File: config.mk
export PLATFORM = sky130hd
export DESIGN_NAME = force_sensor_average_and_frame_unit
export DESIGN_NICKNAME = d
export VERILOG_FILES = /design/src/hdl/fsaf_pkg.sv /design/src/hdl/force_sensor_average_and_frame_unit.sv /design/src/hdl/fsaf_front.sv /design/src/hdl/fsaf_queue.sv /design/src/hdl/fsaf_div.sv /design/src/hdl/fsaf_back.sv
export SDC_FILE = /design/constraint.sdc
export NUM_CORES = 2
export LEC_CHECK = 0
export BUFFER_PORTS_ARGS = -buffer_cell sky130_fd_sc_hd__buf_2
export CORE_ASPECT_RATIO = 1.2
export CORE_MARGIN = 5
export CORE_UTILIZATION = 42
export DETAILED_ROUTE_END_ITERATION = 10
export MAX_ROUTING_LAYER = met4
export PLACE_DENSITY = 0.64
export SKIP_LAST_GASP = 1
export SYNTH_ARGS = -nofsm -noshare
export SYNTH_HDL_FRONTEND = slang
export SYNTH_SLANG_ARGS = --single-unit
File: constraint.sdc
create_clock -name clk -period 7.3 [get_ports clk]
set_clock_uncertainty 0.05 [all_clocks]
set_input_delay 1.095 -clock clk [delete_from_list [all_inputs] [get_ports clk]]
set_output_delay 1.095 -clock clk [all_outputs]
set_load 0.01 [all_outputs]
File: src/hdl/fsaf_pkg.sv
package fsaf_pkg;

    localparam int CH_FIELD_W = 2;
    localparam int SAMPLE_W   = 12;
    localparam int GAIN_W     = 8;
    localparam int WORD_W     = 16;
    localparam int BYTE_W     = 8;
    localparam int DIV_W      = 26;
    localparam int PROD_W     = 2 * WORD_W;
    localparam int FRAME_LEN  = 8;
    localparam int CFG_IDX_W  = 2;

    localparam logic [CFG_IDX_W-1:0] REG_FORCE_GAIN  = 2'd0;
    localparam logic [CFG_IDX_W-1:0] REG_SUPPLY_MV   = 2'd1;
    localparam logic [CFG_IDX_W-1:0] REG_HEADER_WORD = 2'd2;

    localparam logic OP_SAMPLE = 1'b0;
    localparam logic OP_TICK   = 1'b1;

    localparam logic [GAIN_W-1:0] GAIN_RESET   = 8'd24;
    localparam logic [WORD_W-1:0] SUPPLY_RESET = 16'd3300;
    localparam logic [WORD_W-1:0] HEADER_RESET = 16'd65534;
    localparam logic [9:0]        MV_SCALE     = 10'd1000;
    localparam logic [WORD_W-1:0] FORCE_MAX    = 16'hFFFF;

    typedef struct packed {
        logic                  opcode;
        logic [CH_FIELD_W-1:0] channel;
        logic [SAMPLE_W-1:0]   sample;
    } item_t;

    typedef struct packed {
        logic [BYTE_W-1:0] frame_byte;
        logic              last_byte;
        logic              saturated;
    } tx_t;

    typedef struct packed {
        logic [GAIN_W-1:0] force_gain;
        logic [WORD_W-1:0] supply_millivolts;
        logic [WORD_W-1:0] header_word;
    } cfg_t;

    typedef enum logic {
        CMD_FORCE,
        CMD_FRAME
    } cmd_kind_t;

    typedef struct packed {
        cmd_kind_t             kind;
        logic [CH_FIELD_W-1:0] channel;
        logic [DIV_W-1:0]      sum;
    } cmd_t;

    typedef struct packed {
        logic              start;
        logic [DIV_W-1:0]  num;
        logic [WORD_W-1:0] den;
    } div_req_t;

    typedef struct packed {
        logic             done;
        logic [DIV_W-1:0] quotient;
    } div_rsp_t;

    typedef enum logic [2:0] {
        BK_IDLE,
        BK_SCALE,
        BK_RATIO,
        BK_DIV,
        BK_GAIN,
        BK_FRAME
    } back_state_t;

endpackage

File: src/hdl/force_sensor_average_and_frame_unit.sv
// Channel  | Direction | Handshake                  | Payload
// item     | in        | item_valid / item_ready    | item_data (opcode, channel, sample)
// tx       | out       | tx_valid / tx_ready        | tx_data (frame_byte, last_byte, saturated)
// cfg      | in        | cfg_we, no wait            | cfg_index, cfg_data
//
// A sample transfer is taken by the front end while the queue has room; when it completes a
// block, the back end works through scale, ratio, division and gain steps, the division
// being one 26-step serial division (a zero supply skips the division).
// A tick produces eight byte transfers, one per cycle while tx_ready stays high.
// A two-entry command queue lets the front end keep taking items while the back end works.
// Reset clears sums, tallies, forces, clip flags and the registers to their defaults.
module force_sensor_average_and_frame_unit #(
    parameter int NUM_CHANNELS = 4,
    parameter int AVG_COUNT    = 10,
    parameter int ADC_BITS     = 12
) (
    input  logic                           clk,
    input  logic                           rst_n,
    input  logic                           item_valid,
    output logic                           item_ready,
    input  fsaf_pkg::item_t                item_data,
    output logic                           tx_valid,
    input  logic                           tx_ready,
    output fsaf_pkg::tx_t                  tx_data,
    input  logic                           cfg_we,
    input  logic [fsaf_pkg::CFG_IDX_W-1:0] cfg_index,
    input  logic [fsaf_pkg::WORD_W-1:0]    cfg_data
);
    import fsaf_pkg::*;

    cfg_t     cfg_reg;
    logic     push;
    cmd_t     push_cmd;
    logic     q_full;
    logic     q_empty;
    logic     pop;
    cmd_t     pop_cmd;
    div_req_t div_req;
    div_rsp_t div_rsp;

    always_ff @(posedge clk or negedge rst_n)
    begin
        if (!rst_n)
        begin
            cfg_reg.force_gain        <= GAIN_RESET;
            cfg_reg.supply_millivolts <= SUPPLY_RESET;
            cfg_reg.header_word       <= HEADER_RESET;
        end
        else if (cfg_we)
        begin
            unique case (cfg_index)
                REG_FORCE_GAIN:  cfg_reg.force_gain        <= cfg_data[GAIN_W-1:0];
                REG_SUPPLY_MV:   cfg_reg.supply_millivolts <= cfg_data;
                REG_HEADER_WORD: cfg_reg.header_word       <= cfg_data;
                default:         cfg_reg                   <= cfg_reg;
            endcase
        end
    end

    fsaf_front #(
        .NUM_CHANNELS (NUM_CHANNELS),
        .AVG_COUNT    (AVG_COUNT),
        .ADC_BITS     (ADC_BITS)
    ) u_front (
        .clk        (clk),
        .rst_n      (rst_n),
        .item_valid (item_valid),
        .item_ready (item_ready),
        .item_data  (item_data),
        .push       (push),
        .push_cmd   (push_cmd),
        .q_full     (q_full)
    );

    fsaf_queue u_queue (
        .clk      (clk),
        .rst_n    (rst_n),
        .push     (push),
        .push_cmd (push_cmd),
        .full     (q_full),
        .pop      (pop),
        .pop_cmd  (pop_cmd),
        .empty    (q_empty)
    );

    fsaf_div u_div (
        .clk   (clk),
        .rst_n (rst_n),
        .req   (div_req),
        .rsp   (div_rsp)
    );

    fsaf_back #(
        .NUM_CHANNELS (NUM_CHANNELS),
        .AVG_COUNT    (AVG_COUNT),
        .ADC_BITS     (ADC_BITS)
    ) u_back (
        .clk      (clk),
        .rst_n    (rst_n),
        .cfg      (cfg_reg),
        .q_empty  (q_empty),
        .cmd      (pop_cmd),
        .pop      (pop),
        .div_req  (div_req),
        .div_rsp  (div_rsp),
        .tx_valid (tx_valid),
        .tx_ready (tx_ready),
        .tx_data  (tx_data)
    );

endmodule

File: src/hdl/fsaf_front.sv
module fsaf_front #(
    parameter int NUM_CHANNELS = 4,
    parameter int AVG_COUNT    = 10,
    parameter int ADC_BITS     = 12
) (
    input  logic           clk,
    input  logic           rst_n,
    input  logic           item_valid,
    output logic           item_ready,
    input  fsaf_pkg::item_t item_data,
    output logic           push,
    output fsaf_pkg::cmd_t push_cmd,
    input  logic           q_full
);
    import fsaf_pkg::*;

    localparam int CH_W    = $clog2(NUM_CHANNELS);
    localparam int TALLY_W = (AVG_COUNT > 1) ? $clog2(AVG_COUNT) : 1;
    localparam int SUM_W   = ADC_BITS + $clog2(AVG_COUNT + 1);
    localparam logic [SAMPLE_W-1:0] SMP_MASK = SAMPLE_W'((32'd1 << ADC_BITS) - 32'd1);

    logic [SUM_W-1:0]   sum_reg   [NUM_CHANNELS];
    logic [TALLY_W-1:0] tally_reg [NUM_CHANNELS];

    logic               accept;
    logic               is_tick;
    logic               ch_ok;
    logic [CH_W-1:0]    idx;
    logic [SUM_W-1:0]   sum_next;
    logic [TALLY_W:0]   tally_next;
    logic               block_done;

    assign item_ready = !q_full;

    always_comb
    begin
        accept     = item_valid && item_ready;
        is_tick    = (item_data.opcode == OP_TICK);
        ch_ok      = (item_data.channel != '0) && (int'(item_data.channel) < NUM_CHANNELS);
        idx        = CH_W'(item_data.channel);
        sum_next   = sum_reg[idx] + SUM_W'(item_data.sample & SMP_MASK);
        tally_next = (TALLY_W + 1)'(tally_reg[idx]) + 1'b1;
        block_done = (tally_next >= (TALLY_W + 1)'(AVG_COUNT));

        push             = accept && (is_tick || (ch_ok && block_done));
        push_cmd.kind    = is_tick ? CMD_FRAME : CMD_FORCE;
        push_cmd.channel = item_data.channel;
        push_cmd.sum     = DIV_W'(sum_next);
    end

    // A completed block restarts that channel's sum; the total travels in the command.
    always_ff @(posedge clk or negedge rst_n)
    begin
        if (!rst_n)
        begin
            for (int i = 0; i < NUM_CHANNELS; i++)
            begin
                sum_reg[i]   <= '0;
                tally_reg[i] <= '0;
            end
        end
        else if (accept && !is_tick && ch_ok)
        begin
            if (block_done)
            begin
                sum_reg[idx]   <= '0;
                tally_reg[idx] <= '0;
            end
            else
            begin
                sum_reg[idx]   <= sum_next;
                tally_reg[idx] <= TALLY_W'(tally_next);
            end
        end
    end

endmodule

File: src/hdl/fsaf_queue.sv
module fsaf_queue (
    input  logic           clk,
    input  logic           rst_n,
    input  logic           push,
    input  fsaf_pkg::cmd_t push_cmd,
    output logic           full,
    input  logic           pop,
    output fsaf_pkg::cmd_t pop_cmd,
    output logic           empty
);
    import fsaf_pkg::*;

    localparam int DEPTH = 2;
    localparam int PTR_W = $clog2(DEPTH);
    localparam int CNT_W = $clog2(DEPTH + 1);

    cmd_t             entry_reg [DEPTH];
    logic [PTR_W-1:0] wr_ptr_reg;
    logic [PTR_W-1:0] rd_ptr_reg;
    logic [CNT_W-1:0] count_reg;

    assign full    = (count_reg == CNT_W'(DEPTH));
    assign empty   = (count_reg == '0);
    assign pop_cmd = entry_reg[rd_ptr_reg];

    always_ff @(posedge clk)
    begin
        if (push)
        begin
            entry_reg[wr_ptr_reg] <= push_cmd;
        end
    end

    always_ff @(posedge clk or negedge rst_n)
    begin
        if (!rst_n)
        begin
            wr_ptr_reg <= '0;
            rd_ptr_reg <= '0;
            count_reg  <= '0;
        end
        else
        begin
            if (push)
            begin
                wr_ptr_reg <= wr_ptr_reg + 1'b1;
            end
            if (pop)
            begin
                rd_ptr_reg <= rd_ptr_reg + 1'b1;
            end
            if (push && !pop)
            begin
                count_reg <= count_reg + 1'b1;
            end
            else if (pop && !push)
            begin
                count_reg <= count_reg - 1'b1;
            end
        end
    end

endmodule

File: src/hdl/fsaf_div.sv
module fsaf_div (
    input  logic               clk,
    input  logic               rst_n,
    input  fsaf_pkg::div_req_t req,
    output fsaf_pkg::div_rsp_t rsp
);
    import fsaf_pkg::*;

    localparam int CNT_W = $clog2(DIV_W);

    logic               busy_reg;
    logic               done_reg;
    logic [CNT_W-1:0]   count_reg;
    logic [WORD_W-1:0]  rem_reg;
    logic [DIV_W-1:0]   quo_reg;
    logic [WORD_W-1:0]  den_reg;

    logic [WORD_W:0]    rem_shift;
    logic               ge;
    logic [WORD_W-1:0]  rem_next;

    // Restoring division: the dividend shifts out of quo_reg as quotient bits shift in.
    always_comb
    begin
        rem_shift = {rem_reg, quo_reg[DIV_W-1]};
        ge        = (rem_shift >= {1'b0, den_reg});
        rem_next  = ge ? WORD_W'(rem_shift - {1'b0, den_reg}) : rem_shift[WORD_W-1:0];
    end

    assign rsp.done     = done_reg;
    assign rsp.quotient = quo_reg;

    always_ff @(posedge clk or negedge rst_n)
    begin
        if (!rst_n)
        begin
            busy_reg  <= 1'b0;
            done_reg  <= 1'b0;
            count_reg <= '0;
        end
        else
        begin
            done_reg <= 1'b0;
            if (req.start)
            begin
                busy_reg  <= 1'b1;
                count_reg <= '0;
            end
            else if (busy_reg)
            begin
                count_reg <= count_reg + 1'b1;
                if (count_reg == CNT_W'(DIV_W - 1))
                begin
                    busy_reg <= 1'b0;
                    done_reg <= 1'b1;
                end
            end
        end
    end

    always_ff @(posedge clk)
    begin
        if (req.start)
        begin
            rem_reg <= '0;
            quo_reg <= req.num;
            den_reg <= req.den;
        end
        else if (busy_reg)
        begin
            rem_reg <= rem_next;
            quo_reg <= {quo_reg[DIV_W-2:0], ge};
        end
    end

endmodule

File: src/hdl/fsaf_back.sv
module fsaf_back #(
    parameter int NUM_CHANNELS = 4,
    parameter int AVG_COUNT    = 10,
    parameter int ADC_BITS     = 12
) (
    input  logic               clk,
    input  logic               rst_n,
    input  fsaf_pkg::cfg_t     cfg,
    input  logic               q_empty,
    input  fsaf_pkg::cmd_t     cmd,
    output logic               pop,
    output fsaf_pkg::div_req_t div_req,
    input  fsaf_pkg::div_rsp_t div_rsp,
    output logic               tx_valid,
    input  logic               tx_ready,
    output fsaf_pkg::tx_t      tx_data
);
    import fsaf_pkg::*;

    localparam int CH_W      = $clog2(NUM_CHANNELS);
    localparam int IDX_W     = $clog2(FRAME_LEN);
    localparam int F_W       = GAIN_W + DIV_W;
    localparam int SUM_W     = ADC_BITS + $clog2(AVG_COUNT + 1);
    localparam int AVG_SHIFT = SUM_W + $clog2(AVG_COUNT);
    localparam int RECIP_W   = SUM_W + 2;
    localparam int AVG_PW    = SUM_W + RECIP_W;
    localparam logic [RECIP_W-1:0] AVG_RECIP =
        RECIP_W'((64'd1 << AVG_SHIFT) / 64'(AVG_COUNT) + 64'd1);

    back_state_t        state_reg;
    back_state_t        state_next;
    logic [CH_W-1:0]    ch_reg;
    logic [WORD_W-1:0]  avg_reg;
    logic [PROD_W-1:0]  prod_reg;
    logic [DIV_W-1:0]   quot_reg;
    logic [WORD_W-1:0]  force_reg [NUM_CHANNELS];
    logic               clip_reg  [NUM_CHANNELS];
    logic [IDX_W-1:0]   byte_idx_reg;
    logic               tx_valid_reg;
    tx_t                tx_reg;

    logic [AVG_PW-1:0]  avg_prod;
    logic [WORD_W-1:0]  mv;
    logic [WORD_W-1:0]  den;
    logic [DIV_W-1:0]   ratio_num;
    logic [F_W-1:0]     force_full;
    logic               force_sat;
    logic               load;
    logic [1:0]         word_sel;
    logic [WORD_W-1:0]  word_val;
    logic               word_sat;
    tx_t                tx_next;

    // The block average is a multiply by the rounded-up reciprocal of the block length,
    // which gives the truncated quotient for every sum a block can reach.
    always_comb
    begin
        avg_prod   = AVG_PW'(cmd.sum[SUM_W-1:0]) * AVG_PW'(AVG_RECIP);
        mv         = WORD_W'(prod_reg >> ADC_BITS);
        den        = cfg.supply_millivolts - mv;
        ratio_num  = DIV_W'(DIV_W'(mv) * DIV_W'(MV_SCALE));
        force_full = F_W'(cfg.force_gain) * F_W'(quot_reg);
        force_sat  = (force_full > F_W'(FORCE_MAX));
    end

    // Header is word zero; words one to three are the forces of those channels.
    always_comb
    begin
        word_sel = byte_idx_reg[IDX_W-1:1];
        word_val = '0;
        word_sat = 1'b0;
        if (word_sel == '0)
        begin
            word_val = cfg.header_word;
        end
        else if (int'(word_sel) < NUM_CHANNELS)
        begin
            word_val = force_reg[CH_W'(word_sel)];
            word_sat = clip_reg[CH_W'(word_sel)];
        end
        tx_next.frame_byte = byte_idx_reg[0] ? word_val[WORD_W-1:BYTE_W] : word_val[BYTE_W-1:0];
        tx_next.last_byte  = (byte_idx_reg == IDX_W'(FRAME_LEN - 1));
        tx_next.saturated  = word_sat;
    end

    always_comb
    begin
        state_next = state_reg;
        unique case (state_reg)
            BK_IDLE:
            begin
                if (!q_empty)
                begin
                    state_next = (cmd.kind == CMD_FRAME) ? BK_FRAME : BK_SCALE;
                end
            end
            BK_SCALE:
            begin
                state_next = BK_RATIO;
            end
            BK_RATIO:
            begin
                state_next = (den == '0) ? BK_IDLE : BK_DIV;
            end
            BK_DIV:
            begin
                if (div_rsp.done)
                begin
                    state_next = BK_GAIN;
                end
            end
            BK_GAIN:
            begin
                state_next = BK_IDLE;
            end
            BK_FRAME:
            begin
                if (load && tx_next.last_byte)
                begin
                    state_next = BK_IDLE;
                end
            end
            default:
            begin
                state_next = BK_IDLE;
            end
        endcase
    end

    always_comb
    begin
        pop           = 1'b0;
        load          = 1'b0;
        div_req.start = 1'b0;
        div_req.num   = ratio_num;
        div_req.den   = den;
        unique case (state_reg)
            BK_IDLE:
            begin
                pop = !q_empty;
            end
            BK_RATIO:
            begin
                div_req.start = (den != '0);
            end
            BK_FRAME:
            begin
                load = !tx_valid_reg || tx_ready;
            end
            default:
            begin
                pop = 1'b0;
            end
        endcase
    end

    assign tx_valid = tx_valid_reg;
    assign tx_data  = tx_reg;

    always_ff @(posedge clk or negedge rst_n)
    begin
        if (!rst_n)
        begin
            state_reg    <= BK_IDLE;
            tx_valid_reg <= 1'b0;
            byte_idx_reg <= '0;
            for (int i = 0; i < NUM_CHANNELS; i++)
            begin
                force_reg[i] <= '0;
                clip_reg[i]  <= 1'b0;
            end
        end
        else
        begin
            state_reg <= state_next;
            if (pop)
            begin
                byte_idx_reg <= '0;
            end
            else if (load)
            begin
                byte_idx_reg <= byte_idx_reg + 1'b1;
            end

            if (load)
            begin
                tx_valid_reg <= 1'b1;
            end
            else if (tx_ready)
            begin
                tx_valid_reg <= 1'b0;
            end

            // A zero divider denominator only happens with a zero supply.
            if (state_reg == BK_RATIO && den == '0)
            begin
                force_reg[ch_reg] <= FORCE_MAX;
                clip_reg[ch_reg]  <= 1'b1;
            end
            else if (state_reg == BK_GAIN)
            begin
                force_reg[ch_reg] <= force_sat ? FORCE_MAX : force_full[WORD_W-1:0];
                clip_reg[ch_reg]  <= force_sat;
            end
        end
    end

    always_ff @(posedge clk)
    begin
        if (pop)
        begin
            ch_reg  <= CH_W'(cmd.channel);
            avg_reg <= WORD_W'(avg_prod >> AVG_SHIFT);
        end
        if (state_reg == BK_SCALE)
        begin
            prod_reg <= PROD_W'(avg_reg) * PROD_W'(cfg.supply_millivolts);
        end
        if (state_reg == BK_DIV && div_rsp.done)
        begin
            quot_reg <= div_rsp.quotient;
        end
        if (load)
        begin
            tx_reg <= tx_next;
        end
    end

endmodule

# Word level (Yosys, flattened, before mapping)
# Memories as Yosys holds them, arrays and structs flattened.
# Cells that the tools add are included.
# word_totals
regBits	343
mem_bits_rw	38
inputBits	38
output_inout_bits	12
elab_cells	182
memories	1
# classes
addsub	10
mul	4
n_lt_le_gt_ge	8
n_eq_ne	13
muxes	62
bitwise_logic	9
n_reduce_logical	36
# memory_table
memory	words	word_bits	read_ports	rd_clocked_by_memory_dff	wr	line_no	rtl
u_queue.entry_reg	2	19	1	0	1	fsaf_queue.sv:17	cmd_t entry_reg [DEPTH];
# ops
operator	n
$mux W64	3
$mux W16	10
$bwmux W64	2
$and A64 B64 Y64	1
$bmux W16 S2	2
$demux W16 S2	2
$not A64 Y64	1
$or A64 B64 Y64	1
$mux W26	2
$gt A34 B16 Y1 const B	1
$mul A8 B26 Y34	1
$mul A16 B16 Y32 const B	1
$sub A16 B16 Y16	2
$mul A13 B16 Y28	1
$mul A16 B7 Y23 const B	1
$mux W4	5
$mux W3	6
$ge A17 B16 Y1	1
$mux W1	17
$add A16 B12 Y16	1
$and A16 B16 Y16	1
$bwmux W16	1
$logic_not A16 Y1	1
$not A16 Y16	1
37 further kinds	77

# Depth between registers and ports, before layout
# depth
word_depth	13
ltp_mapped	25
ltp_nobuf	23

# Cells and area by module
# From an unflattened synthesis, not the netlist that was laid out.
# hier_totals
cells_unflattened	3483
area_unflattened_um2	37133.1
# modules_own_cells
module	instances	cells_each	area_each_um2	seq_area_each_um2
fsaf_back	1	2593	25299.3	3463.3
fsaf_front	1	384	4319.1	2001.9
fsaf_div	1	315	3563.4	1756.7
fsaf_queue	1	106	2397.3	1841.8
force_sensor_average_and_frame_unit	1	85	1554.0	1029.7

# Least setup slack after synthesis
# OpenSTA, ideal clock, no wires.
# synth_timing
path_kind	register to register
startpoint	register u_queue.rd_ptr_reg
endpoint	register u_back.avg_reg[12] (data pin)
setup_ns	0.260
t_arrival_ns	6.473
required_ns	6.990
slack_ns	0.518
path_stages_with_launch	26
n_path_buf	2
synth_period_minus_slack_ns	6.782
cell_sequence	dfrtp_1 > buf_1 > buf_1 > mux2i_1 > inv_1 > ha_1 > ha_1 > inv_1 > fa_1 > inv_1 > fa_1 > inv_1 > fa_1 > fa_1 > inv_1 > ha_1 > a21o_1 > a21oi_1 > o211ai_1 > a311oi_1 > nor2_1 > a221o_1 > a41o_1 > or3_1 > a31oi_1 > xnor2_1
# synth_via
elab_chain_len	2
# synth_rtl
element	line_no	rtl
start: declaration	fsaf_queue.sv:19	logic [PTR_W-1:0] rd_ptr_reg;
start signal: assignment	fsaf_queue.sv:50	rd_ptr_reg <= rd_ptr_reg + 1'b1;
$mem_v2 Z2 W19	--	
$mul A16 B16 Y32	fsaf_back.sv:58	avg_prod = AVG_PW'(cmd.sum[SUM_W-1:0]) * AVG_PW'(AVG_RECIP);
net u_back.avg_prod[32]	fsaf_back.sv:42	logic [AVG_PW-1:0] avg_prod;
end signal: assignment	fsaf_back.sv:213	avg_reg <= WORD_W'(avg_prod >> AVG_SHIFT);
end: declaration	fsaf_back.sv:33	logic [WORD_W-1:0] avg_reg;
# The timed path passes the listed nets, and every way through them passes these cells.
# A chain may end at the register's enable or synchronous reset.

# Worst setup path after layout
# Ends and elaborated chain as after synthesis.

==> results list <==
- Pins over their slew limit: 0
- Library cell used as clock root buffer: clkbuf_16
- The pre-antenna-repair detailed-routing pass consisted of 6 iterations.
* Clock transition at path regs: roughly 0.060 ns
- Critical path's slowest cell: dfrtp_2
* Mapped Nets: about 4.2k
* Most instantiated flip-flop cell in the synthesis netlist: dfrtp_1
- Via/cell ratio: roughly 5.3
- In this run the remaining antenna-violating nets after routing total 0.
- The synthesized design contains 352 register bits.
- Clk sinks: 352
- The layout has approximately 8.0k filler cells.
* Endpoint, Worst Hold: u_front.sum_reg[54]
- For this run, the number of Yosys warnings is 0.
* Setup_tns: 0 ns
- Dividing the detail-routed wire length by the instance count gives 17.7 µm.
- Worst hold path cell count: 0
* Maximum number of pins on one net before global-route repair: approximately 160
- The floorplan step defined a die boundary enclosing approximately 0.09 mm².
- The initial utilization of the core area, before any placement, comes to roughly 42%.
* GR Overflow Total: 0
- Core footprint: about 0.085 mm²
- Clk buf depth: 3
- Unrepaired setup endpoints after global routing: false
- The first global-routing pass estimated approximately 130000 µm of wire.
* Netlist Area Pre-Place: ~0.036 mm²
- At the end of routability-driven placement, the weighted congestion stood at roughly 0.9.
* Worst-Skew Late Latency: between 0.5 and 0.6 ns
- Type of the worst min-delay path: reg2reg
* CTS buffer count: 40
- Startpoint kind of the worst setup timing path: flop
* Share of layout cells above drive strength 1: roughly a tenth
- Mapped Cells: roughly 3.4k
- Result of the run: finished clean
- Instance area at placement: approximately 0.037 mm²
* Count of routing violations after the opening detailed-route iteration: 1533
* Worst slew margin: between 10 and 15%
- Setup slack on the worst reg-to-reg path comes out at just under 0.5 ns.
- Distinct cell type count of the synthesized netlist: between 90 and 100
* Final Hold Viols: 0
- Count of vias placed by the detailed router: about 24k
* Minimum period implied by the final worst setup slack: roughly 6.8 ns
* Cell taking the most area after synthesis: fa_1
* Startpoint of the tightest hold check path: u_front.sum_reg[54]
- Antenna violations before repair: 2
* Count of pins on the block boundary: 50
* Width of the die: 276 µm
* Via count of the first global-routing pass: 25.3k
* Crit Reg-Reg Startpoint: u_queue.rd_ptr_reg
* Transition time at the pin with the least slew margin: between 1 and 1.5 ns
* Flip-flop count of the largest register, all copies and words added: 64
* Cts-stage hold buffer count: 0
* CP Max Fanout: 19
- Site row count: ~120
- Cell-by-cell listing of the critical path: mux2i_1 > inv_1 > ha_1 > ha_1 > inv_1 > fa_1 > inv_1 > fa_1 > inv_1 > fa_1 > fa_1 > inv_1 > ha_1 > a21o_1 > a21oi_1 > o211ai_1 > a311oi_1 > nor2_1 > a221o_1 > a41o_1 > or3_1 > a31oi_1 > xnor2_1
* Die Height: 330 µm
* Synthesis-to-layout area growth: 7.53%
- During placement, the flow inserted port buffers numbering 49.
* Total length of routed wires: 80600 µm
* Half-perimeter wire length of the detailed placement result: around 63000 µm
- After synthesis, flip-flops and latches occupy about a quarter of the total area.
- Yosys instantiated no cell more often than inv_1.
- Derived from the worst setup path, the maximum achievable clock frequency is between 100 and 150 MHz.
- After synthesis, the mean cell area works out to 10.5 µm².
- Post-route fraction of the period consumed by the critical path: 93.4%
- Worst Setup Path Type: reg2reg
* Post-synthesis async set-or-reset flop share: between 50% and 60%
* Synth top area cells: fa_1 (24%), ha_1 (12%), edfxtp_1 (12%), dfrtp_1 (12%), inv_1 (5.8%)
- CP most frequent cell: inv_1
* Critical path endpoint category: flop
* Maximum level of the CTS H-tree: 2
* DRC errors left: 0
* Family with the most delay on the worst path: adder cells
- Across the run, the number of max-cap violations was 0.
- Worst endpoint data arrival time: between 7 and 8 ns
- Slowest Stage Delay on Critical Path: between 0.6 and 0.7 ns
- After synthesis, the most frequently instantiated cells are inv_1 (556), fa_1 (434), ha_1 (354).
* Design Area, Final: slightly below 0.04 mm²
- Final setup fails: 0
- EDFF count, synth: roughly 140
- After synthesis, the largest area contributor takes up roughly 24% of total cell area.
- TritonCTS built the clock tree.
- Critical path buffers and inverters: 5
* Net total in the final layout: approximately 4.2k
- Global-route usage over all layers: roughly 19%
- Endpoint of the worst-slack reg-to-reg timing path: u_back.avg_reg[12]
- Data on the critical path is required at its endpoint by 7.57 ns.
- The worst register-to-register path has a depth of 23.
[per-stage QoR]
step                instances  utilization, %  setup WS, ns  hold slack, ns
detailed placement       4488            43.8         0.263           0.313
global route             4563            45.4        0.0333           0.334
global placement         4488            43.8         0.372           0.311
floorplan                3410               -         0.518           0.375
finish                   4563            45.4         0.480           0.323
CTS                      4562            45.4         0.206           0.327
[cell families after synthesis]
family	synth area share, %
AOI/OAI and AO/OA	8.73
adders and majority gates	36.7
buffers and inverters	7.66
DFF	26.4
xor gates and xnor gates	2.74
muxes	5.72
and+or+nand+nor	12.0
[layout by cell type, fill, tap and decap left out, types with 10 or more instances in the layout]
master and n:
clkbuf_16 40, inv_1 556, xor2_1 45, mux2_2 92, mux4_2 36, nand2_1 308, a21o_1 30, o32a_1 48
ha_1 354, nand3_1 48, o21bai_1 12, nor2_1 103, buf_4 40, or3_1 14, dfstp_2 23, nand4_1 21
nor3_1 32, buf_2 48, edfxtp_1 144, mux2i_1 20, and2_1 231, o21ai_0 120, or2_2 10, o21a_1 19
dfxtp_1 19, a21oi_1 100, nand2b_1 18, a31oi_1 12, a211oi_1 15, xnor2_1 67, o31ai_1 12, dfrtp_1 164
and3_1 15, fa_1 434
[worst max-delay path by stage]
stage	startpoint	endpoint	slack [ns]	depth (start not counted)
floorplan	u_queue.rd_ptr_reg	u_back.avg_reg[12]	0.52	25
finish	u_queue.rd_ptr_reg	u_back.avg_reg[12]	0.48	23
global route	u_queue.rd_ptr_reg	u_back.avg_reg[12]	0.03	23
detailed placement	u_queue.rd_ptr_reg	u_back.avg_reg[12]	0.26	23
global placement	u_queue.rd_ptr_reg	u_back.avg_reg[12]	0.37	23
CTS	u_queue.rd_ptr_reg	u_back.avg_reg[12]	0.21	23
[metal layers]
metal  track usage, %  routed length, µm  up-vias
met5                -                  0        -
li1                 -                  -    11266
met4             4.28               1790        0
met1             23.8              34800    12248
met2             32.0              40800      465
met3             2.10               3260      107
[repair_timing]
action | in CTS | in global routing
endpoints found under the setup margin | 0 | 3
setup buffers | 0 | 0
resized for setup | 0 | 1
[layout make-up]
| cell class | instances | area [µm²] | share of cell area (%) |
|---|---|---|---|
| sequential | 352 | 9470 | 24.6 |
| clock inverter | 21 | 226 | 0.589 |
| tap | 1130 | 1410 | 3.67 |
| clock buffer | 53 | 1110 | 2.88 |
| timing repair buffer | 90 | 574 | 1.49 |
| inverter | 557 | 2090 | 5.43 |
| antenna | 1 | 2.50 | 0.00650 |
| multi-input combinational | 2359 | 23600 | 61.3 |
Power is left out: the tool's default activity adds up to more than one toggle a clock period on the data nets, which glitch-free logic cannot reach.
